### src/hw/rtl/skt_pkg.sv
// Shared types and constants for the sorted key table.
// Used by skt_cmp, skt_mem and sorted_key_table; depends on nothing.
`default_nettype none
package skt_pkg;

	localparam int SKT_DEPTH     = 16;
	localparam int KEY_W         = 32;
	localparam int OPCODE_W      = 2;
	localparam int STATUS_W      = 3;
	localparam int COUNT_W       = 5;
	localparam int S_TDATA_W     = 40;
	localparam int M_TDATA_W     = 48;

	typedef enum logic [OPCODE_W-1:0] {
		OP_INSERT = 2'd0,
		OP_REMOVE = 2'd1,
		OP_LIST   = 2'd2
	} opcode_t;

	typedef enum logic [STATUS_W-1:0] {
		ST_INSERTED  = 3'd0,
		ST_DUPLICATE = 3'd1,
		ST_FULL      = 3'd2,
		ST_REMOVED   = 3'd3,
		ST_NOTFOUND  = 3'd4,
		ST_LISTED    = 3'd5
	} status_t;

	typedef enum logic [3:0] {
		S_IDLE,
		S_SRCH_RD,
		S_SRCH_CMP,
		S_DECIDE,
		S_SHIFT_RD,
		S_SHIFT_WR,
		S_INS_WR,
		S_EMIT,
		S_LIST_RD,
		S_LIST_EMIT
	} state_t;

	// Result of the shared key comparator
	typedef struct packed {
		logic lt;
		logic eq;
	} cmp_res_t;

endpackage : skt_pkg
`default_nettype wire

### src/hw/rtl/skt_cmp.sv
// Shared key comparator: stored key against the key of the transaction.
// Depends on skt_pkg.
`default_nettype none
module skt_cmp (
	input  wire logic [skt_pkg::KEY_W-1:0] stored,
	input  wire logic [skt_pkg::KEY_W-1:0] probe,
	output skt_pkg::cmp_res_t              res
);
	import skt_pkg::*;

	// Unsigned magnitude compare
	always_comb begin
		res.lt = (stored < probe);
		res.eq = (stored == probe);
	end

endmodule : skt_cmp
`default_nettype wire

### src/hw/rtl/skt_mem.sv
// Key store: one write port, one read port with registered read data.
// Depends on skt_pkg.
`default_nettype none
module skt_mem #(
	parameter int DEPTH = skt_pkg::SKT_DEPTH,
	parameter int AW    = $clog2(DEPTH)
) (
	input  wire logic                      clk,
	input  wire logic                      we,
	input  wire logic [AW-1:0]             waddr,
	input  wire logic [skt_pkg::KEY_W-1:0] wdata,
	input  wire logic                      re,
	input  wire logic [AW-1:0]             raddr,
	output logic      [skt_pkg::KEY_W-1:0] rdata
);
	import skt_pkg::*;

	logic [KEY_W-1:0] mem [DEPTH];

	// Write port
	always_ff @(posedge clk) begin
		if (we) begin
			mem[waddr] <= wdata;
		end
	end

	// Read port, data held when not enabled
	always_ff @(posedge clk) begin
		if (re) begin
			rdata <= mem[raddr];
		end
	end

endmodule : skt_mem
`default_nettype wire

### src/hw/rtl/sorted_key_table.sv
// Sorted key table: holds up to DEPTH unique 32-bit keys in ascending order in a
// single-port-per-direction memory and takes insert, remove and list commands one
// at a time. Every step goes through that one memory and one shared comparator. An
// insert or remove scans the keys below its key and, where it changes the table,
// moves the keys above it, with one read and one write per key. A listing reads
// and emits each stored key in turn. s_tready is high whenever no command is in
// work; a finished result may wait in the output register while the next command
// is taken. No clearing pass is needed after reset.
// Depends on skt_pkg, skt_cmp and skt_mem.
`default_nettype none
module sorted_key_table #(
	parameter int DEPTH = skt_pkg::SKT_DEPTH
) (
	input  wire logic                          clk,
	input  wire logic                          arst_n,
	// fields from bit 0: opcode[1:0], key[33:2], zero pad
	input  wire logic [skt_pkg::S_TDATA_W-1:0] s_tdata,
	input  wire logic                          s_tvalid,
	output logic                               s_tready,
	// fields from bit 0: status[2:0], entry_key[34:3], entry_valid[35],
	// count[40:36], zero pad
	output logic      [skt_pkg::M_TDATA_W-1:0] m_tdata,
	output logic                               m_tlast,
	output logic                               m_tvalid,
	input  wire logic                          m_tready
);
	import skt_pkg::*;

	localparam int AW = $clog2(DEPTH);
	localparam int CW = $clog2(DEPTH + 1);

	// Sequencer state
	state_t           state_q, state_d;
	opcode_t          op_q, op_d;
	logic [KEY_W-1:0] key_q, key_d;
	logic [CW-1:0]    idx_q, idx_d;
	logic [CW-1:0]    sh_q, sh_d;
	logic [CW-1:0]    cnt_q, cnt_d;
	logic             eq_q, eq_d;
	status_t          st_q, st_d;

	// Result register
	logic             m_valid_q;
	status_t          o_status_q;
	logic [KEY_W-1:0] o_key_q;
	logic             o_valid_q;
	logic             o_last_q;
	logic [CW-1:0]    o_cnt_q;
	logic             load;
	logic             o_valid_d;
	logic             o_last_d;
	status_t          o_status_d;
	logic [KEY_W-1:0] o_key_d;
	logic             out_free;

	// Memory and comparator
	logic             mem_we, mem_re;
	logic [AW-1:0]    mem_waddr, mem_raddr;
	logic [KEY_W-1:0] mem_wdata, mem_rdata;
	cmp_res_t         cmp;

	logic [CW+COUNT_W-1:0] cnt_ext;

	skt_mem #(.DEPTH(DEPTH), .AW(AW)) u_mem (
		.clk   (clk),
		.we    (mem_we),
		.waddr (mem_waddr),
		.wdata (mem_wdata),
		.re    (mem_re),
		.raddr (mem_raddr),
		.rdata (mem_rdata)
	);

	skt_cmp u_cmp (
		.stored (mem_rdata),
		.probe  (key_q),
		.res    (cmp)
	);

	assign out_free = !m_valid_q || m_tready;
	assign s_tready = (state_q == S_IDLE);

	// Next state, memory control and result loading
	always_comb begin
		logic [CW-1:0] sh_prev;
		logic [CW-1:0] sh_next;
		logic [CW-1:0] idx_next;
		sh_prev    = sh_q - CW'(1);
		sh_next    = sh_q + CW'(1);
		idx_next   = idx_q + CW'(1);
		state_d    = state_q;
		op_d       = op_q;
		key_d      = key_q;
		idx_d      = idx_q;
		sh_d       = sh_q;
		cnt_d      = cnt_q;
		eq_d       = eq_q;
		st_d       = st_q;
		mem_we     = 1'b0;
		mem_waddr  = sh_q[AW-1:0];
		mem_wdata  = mem_rdata;
		mem_re     = 1'b0;
		mem_raddr  = idx_q[AW-1:0];
		load       = 1'b0;
		o_status_d = st_q;
		o_key_d    = key_q;
		o_valid_d  = 1'b0;
		o_last_d   = 1'b1;

		unique case (state_q)
			S_IDLE: begin
				if (s_tvalid && s_tready) begin
					op_d  = opcode_t'(s_tdata[OPCODE_W-1:0]);
					key_d = s_tdata[OPCODE_W +: KEY_W];
					idx_d = '0;
					case (s_tdata[OPCODE_W-1:0])
						OP_INSERT, OP_REMOVE: state_d = S_SRCH_RD;
						OP_LIST: begin
							if (cnt_q == '0) begin
								key_d   = '0;
								st_d    = ST_LISTED;
								state_d = S_EMIT;
							end else begin
								state_d = S_LIST_RD;
							end
						end
						default: state_d = S_IDLE;
					endcase
				end
			end
			// Linear search for the first key not below the probe
			S_SRCH_RD: begin
				if (idx_q == cnt_q) begin
					eq_d    = 1'b0;
					state_d = S_DECIDE;
				end else begin
					mem_re  = 1'b1;
					state_d = S_SRCH_CMP;
				end
			end
			S_SRCH_CMP: begin
				if (cmp.lt) begin
					idx_d   = idx_next;
					state_d = S_SRCH_RD;
				end else begin
					eq_d    = cmp.eq;
					state_d = S_DECIDE;
				end
			end
			S_DECIDE: begin
				if (op_q == OP_INSERT) begin
					if (eq_q) begin
						st_d    = ST_DUPLICATE;
						state_d = S_EMIT;
					end else if (cnt_q == CW'(DEPTH)) begin
						st_d    = ST_FULL;
						state_d = S_EMIT;
					end else begin
						sh_d    = cnt_q;
						state_d = (cnt_q == idx_q) ? S_INS_WR : S_SHIFT_RD;
					end
				end else begin
					if (!eq_q) begin
						st_d    = ST_NOTFOUND;
						state_d = S_EMIT;
					end else if (idx_next >= cnt_q) begin
						cnt_d   = cnt_q - CW'(1);
						st_d    = ST_REMOVED;
						state_d = S_EMIT;
					end else begin
						sh_d    = idx_q;
						state_d = S_SHIFT_RD;
					end
				end
			end
			// Move one entry of the tail: up for insert, down for remove
			S_SHIFT_RD: begin
				mem_re    = 1'b1;
				mem_raddr = (op_q == OP_INSERT) ? sh_prev[AW-1:0] : sh_next[AW-1:0];
				state_d   = S_SHIFT_WR;
			end
			S_SHIFT_WR: begin
				mem_we = 1'b1;
				if (op_q == OP_INSERT) begin
					sh_d    = sh_prev;
					state_d = (sh_prev == idx_q) ? S_INS_WR : S_SHIFT_RD;
				end else begin
					sh_d = sh_next;
					if ((sh_next + CW'(1)) >= cnt_q) begin
						cnt_d   = cnt_q - CW'(1);
						st_d    = ST_REMOVED;
						state_d = S_EMIT;
					end else begin
						state_d = S_SHIFT_RD;
					end
				end
			end
			S_INS_WR: begin
				mem_we    = 1'b1;
				mem_waddr = idx_q[AW-1:0];
				mem_wdata = key_q;
				cnt_d     = cnt_q + CW'(1);
				st_d      = ST_INSERTED;
				state_d   = S_EMIT;
			end
			S_EMIT: begin
				if (out_free) begin
					load    = 1'b1;
					state_d = S_IDLE;
				end
			end
			// Listing: one read, one result per stored key
			S_LIST_RD: begin
				mem_re  = 1'b1;
				state_d = S_LIST_EMIT;
			end
			S_LIST_EMIT: begin
				o_status_d = ST_LISTED;
				o_key_d    = mem_rdata;
				o_valid_d  = 1'b1;
				o_last_d   = (idx_next == cnt_q);
				if (out_free) begin
					load  = 1'b1;
					idx_d = idx_next;
					state_d = (idx_next == cnt_q) ? S_IDLE : S_LIST_RD;
				end
			end
			default: state_d = S_IDLE;
		endcase
	end

	// Control registers
	always_ff @(posedge clk or negedge arst_n) begin
		if (!arst_n) begin
			state_q   <= S_IDLE;
			cnt_q     <= '0;
			m_valid_q <= 1'b0;
		end else begin
			state_q <= state_d;
			cnt_q   <= cnt_d;
			if (load) begin
				m_valid_q <= 1'b1;
			end else if (m_tready) begin
				m_valid_q <= 1'b0;
			end
		end
	end

	// Working and result payload registers
	always_ff @(posedge clk) begin
		op_q  <= op_d;
		key_q <= key_d;
		idx_q <= idx_d;
		sh_q  <= sh_d;
		eq_q  <= eq_d;
		st_q  <= st_d;
		if (load) begin
			o_status_q <= o_status_d;
			o_key_q    <= o_key_d;
			o_valid_q  <= o_valid_d;
			o_last_q   <= o_last_d;
			o_cnt_q    <= cnt_q;
		end
	end

	// Output packing; count is reported modulo 32
	assign cnt_ext  = {{COUNT_W{1'b0}}, o_cnt_q};
	assign m_tvalid = m_valid_q;
	assign m_tlast  = o_last_q;
	assign m_tdata  = {(M_TDATA_W - STATUS_W - KEY_W - 1 - COUNT_W)'(0),
		cnt_ext[COUNT_W-1:0], o_valid_q, o_key_q, o_status_q};

`ifndef NO_ASSERTIONS
	a_cnt_bound: assert property (@(posedge clk) disable iff (!arst_n)
		cnt_q <= CW'(DEPTH))
		else $error("stored key count above DEPTH");

	a_no_write_idle: assert property (@(posedge clk) disable iff (!arst_n)
		(state_q == S_IDLE) |-> !mem_we)
		else $error("memory written while idle");

	a_insert_count: assert property (@(posedge clk) disable iff (!arst_n)
		(m_valid_q && o_status_q == ST_INSERTED) |-> (o_cnt_q != '0))
		else $error("insert reported with empty table");

	a_list_last: assert property (@(posedge clk) disable iff (!arst_n)
		(load && state_q == S_LIST_EMIT && o_last_d) |=> (state_q == S_IDLE))
		else $error("listing did not end after last entry");
`endif

endmodule : sorted_key_table
`default_nettype wire
### config.mk
export PLATFORM = sky130hd
export DESIGN_NAME = sorted_key_table
export DESIGN_NICKNAME = d
export VERILOG_FILES = /design/src/hw/rtl/skt_pkg.sv /design/src/hw/rtl/skt_cmp.sv /design/src/hw/rtl/skt_mem.sv /design/src/hw/rtl/sorted_key_table.sv
export SDC_FILE = /design/constraint.sdc
export NUM_CORES = 1
export LEC_CHECK = 0
export BUFFER_PORTS_ARGS = -buffer_cell sky130_fd_sc_hd__buf_4
export CAP_MARGIN = 20
export CORE_MARGIN = 4
export CORE_UTILIZATION = 53
export CTS_CLUSTER_DIAMETER = 50
export DETAILED_ROUTE_END_ITERATION = 12
export GPL_ROUTABILITY_DRIVEN = 0
export PLACE_DENSITY = 0.67
export SETUP_SLACK_MARGIN = 0.3
export SLEW_MARGIN = 25
export SYNTH_ARGS = -nofsm -noshare
export SYNTH_HDL_FRONTEND = slang
export SYNTH_SLANG_ARGS = --single-unit
### constraint.sdc
create_clock -name clk -period 4.7 [get_ports clk]
set_clock_uncertainty 0.1 [all_clocks]
set_input_delay 0.94 -clock clk [delete_from_list [all_inputs] [get_ports clk]]
set_output_delay 0.94 -clock clk [all_outputs]
set_load 0.02 [all_outputs]
==> summary.txt <==
Outcome
  • Status: finished clean

Place
  • Dpl hpwl: between 30000 and 40000 um
  • Inst Count DP: ~2300
  • PortBufs: a little over 80

Critical path
  • Critical path required time: between 4000 and 5000 ps
  • Crit path max fanout: 27
  • CP max-delay cell: a21oi_4
  • CP Capture Type: flip-flop
  • CP max stage delay: 820 ps
  • Crit Path Category: reg2reg
  • Critical-path cell list: or4b_1, a21oi_4, buf_12, mux4_2, a22oi_1, nand2_1
  • Crit path DAT: 4000 ps
  • Crit start category: flip-flop

Flow run
  • Max-cap violations: 0

GRT
  • Global route overflow: 0
  • First-pass GRT wire length: 91180 um
  • Maximum number of pins on one net before global-route repair: 48
  • Initial antenna violation count: 0
  • Vias in the first global route: approximately 15000
  • Total track usage: 0.2305

Power
  • Sw Ratio: 0.3336
  • Combinational Power Share: 0.356
  • Pwr/cell area: ~690 nW/um2
  • Internal power: 14.18 mW
  • Reg power frac: 0.398
  • Pwr Total: roughly 21 mW
  • Switching pwr: 7.098 mW
  • Clock power share: 0.246
  • VDD IR max: ~0.40 mV
  • Static Leak: ~10 nW

STA
  • RSZ-0062 raised after global routing: no
  • Worst slew pin tran: approximately 1000 ps
  • Period minus WS final: 3749 ps
  • Fmax: 266.7 MHz
  • Setup TNS: 0 ps
  • Worst slew margin: 0.3142
  • Final Max Slew Viols: 0
  • Final Hold Viols: 0
  • Tcrit/Tclk final: 0.7977
  • Final setup fails: 0

Clocking
  • Deepest clock path buffer count: 3
  • Clock root buffer: clkbuf_16
  • Post-CTS Resized: 0
  • H-Tree Depth: 3
  • Setup bufs post-CTS: 0
  • Clock transition at path regs: roughly 60 ps
  • CTS tree: yes
  • Worst skew pair latency: 610 ps
  • Num CTS Buffers: 70
  • Clock sinks: about 640
  • Hold_buf cts: 0

Logic synthesis
  • Cell variety after synth: 61
  • Seq cells post-synth: 644
  • Yosys Warn Count: 0
  • Post-synth top flop: edfxtp_1
  • Synthesized area: around 27000 um2
  • Syn avg cell area: 17.67 um2
  • Register area share after synthesis: 0.7248
  • Syn Inst Count: 1506
  • Ys async rst share: 0.01553
  • Post-synth EDFFs: between 600 and 700

Finish
  • Final core occ: 0.6247
  • Commonest cells after routing, fill and taps aside: edfxtp_1, buf_4, mux4_2, nand2_1, o21ai_0
  • FILL cells: between 3000 and 4000
  • Antenna Cells: 0
  • Share of layout cells above drive strength 1: 0.2465
  • Commonest non-fill, non-tap cell in the layout: edfxtp_1
  • P&R area growth vs syn: 15.62%
  • Fin nets: approximately 1800
  • Finished Layout Cells: 2376

Drt
  • Vias: 14350
  • Pre-Repair DR Iteration Count: 5
  • Final ANT Viol Nets: 0
  • DR vias/cell: slightly above 6
  • WL per Instance: 25.66 um
  • WL final: ~60000 um
  • DRC violations left: 0
  • Initial DRC Count: about 1500

Floorplanning
  • Die Y: between 200 and 250 um
  • Initial core utilization: 0.5403
  • Core area: about 50000 um2
  • FP Rows: just over 80
  • I/O pin cnt: between 90 and 100
  • Die ar.: roughly 54000 um2
  • Die X: ~230 um

Min path
  • Hold Path Class: in2async
per-layer routing:
layer  up-vias  wire length (um)  track usage
li1       6295                 -            -
met1      7374             25150       0.3234
met2       567             29830       0.3777
met3       115              4496      0.04244
met4         0              1487      0.06426
met5         -                 0            0
cell type report:
cell class,count,area [um2],area share
tap,664,830.8,0.02700
sequential,644,19290,0.6269
clock inverter,38,354.1,0.01151
timing repair buffer,163,1374,0.04465
clock buffer,85,1829,0.05945
multi-input combinational,732,6904,0.2244
inverter,50,187.7,0.006100
critical path: cells and delay by family (launching register included):
kind	cells	cell delay (ps)
AND/OR/NAND/NOR	2	830
multiplexers	1	540
AO/OA/AOI/OAI	2	1050
buffers and inverters	1	320
flip-flops	1	610
state kept, by name, summed over array words and instances, names as in the netlist:
name	cells
cnt_q	5
eq_q	1
idx_q	5
key_q	32
m_tlast	1
m_tvalid	1
o_cnt_q	5
o_key_q	32
o_status_q	3
o_valid_q	1
op_q	2
sh_q	5
st_q	3
state_q	4
u_mem.mem	512
u_mem.rdata	32
worst paths after layout:
path                                 start  slack [ps]  cells after the start         endpoint
worst max-delay path            state_q[2]         950                      6  u_mem.rdata[10]
worst min-delay path                arst_n          60                      1       state_q[0]
worst max register to register  state_q[2]         950                      6  u_mem.rdata[10]
worst min register to register     st_q[0]         400                      1    o_status_q[0]
max in group asynchronous           arst_n        4300                      1         cnt_q[1]
min in group clk                   st_q[0]         400                      1    o_status_q[0]
cell families (layout without fill, tap and decap cells):
kind of cell | after synthesis | count (layout) | synth area share
flip-flops | 644 | 644 | 0.7248
AND/OR/NAND/NOR | 269 | 269 | 0.04716
AO/OA/AOI/OAI | 238 | 238 | 0.05722
multiplexers | 136 | 136 | 0.1119
buffers and inverters | 136 | 336 | 0.02389
adder cells (fa/ha/maj) | 54 | 54 | 0.02567
XOR/XNOR | 28 | 28 | 0.009216
other | 1 | 7 | 0.0001409
metrics by stage:
step | cell area [um2] | hold slack [ps] | setup slack, ps
final | 30770 | 57.74 | 950.6
after global routing | 30770 | 48.55 | 697.1
after CTS | 30770 | 40.53 | 942.6
after detailed placement | 28580 | 395.8 | 972.2
after global placement | 28580 | 393.4 | 971.2
after floorplan | 26630 | 377.3 | 1321
power groups by stage:
stage	clock [mW]	combinational [mW]	sequential, mW
2_1_floorplan	0	5.13	8.46
3_3_place_gp	0	7.43	8.55
3_5_place_dp	0	7.60	8.57
4_1_cts	5.31	7.65	8.46
5_1_grt	5.56	8.30	8.52
6_report	5.23	7.58	8.46
cell usage after synthesis (13+ instances only):
master	instances	share of area
mux4_2	129	0.11
inv_1	49	0.0069
a22oi_1	65	0.018
o21ai_0	82	0.015
edfxtp_1	634	0.72
ha_1	53	0.025
a21oi_1	28	0.0053
nor2_1	38	0.0054
nand3_1	13	0.0024
nand2_1	125	0.018
xnor2_1	16	0.0053
clkbuf_1	41	0.0058
buf_4	16	0.0045
nor3_1	15	0.0028
nor2b_1	37	0.0087
buf_2	16	0.0030
Note: power is estimated with default switching activity, not from simulation.
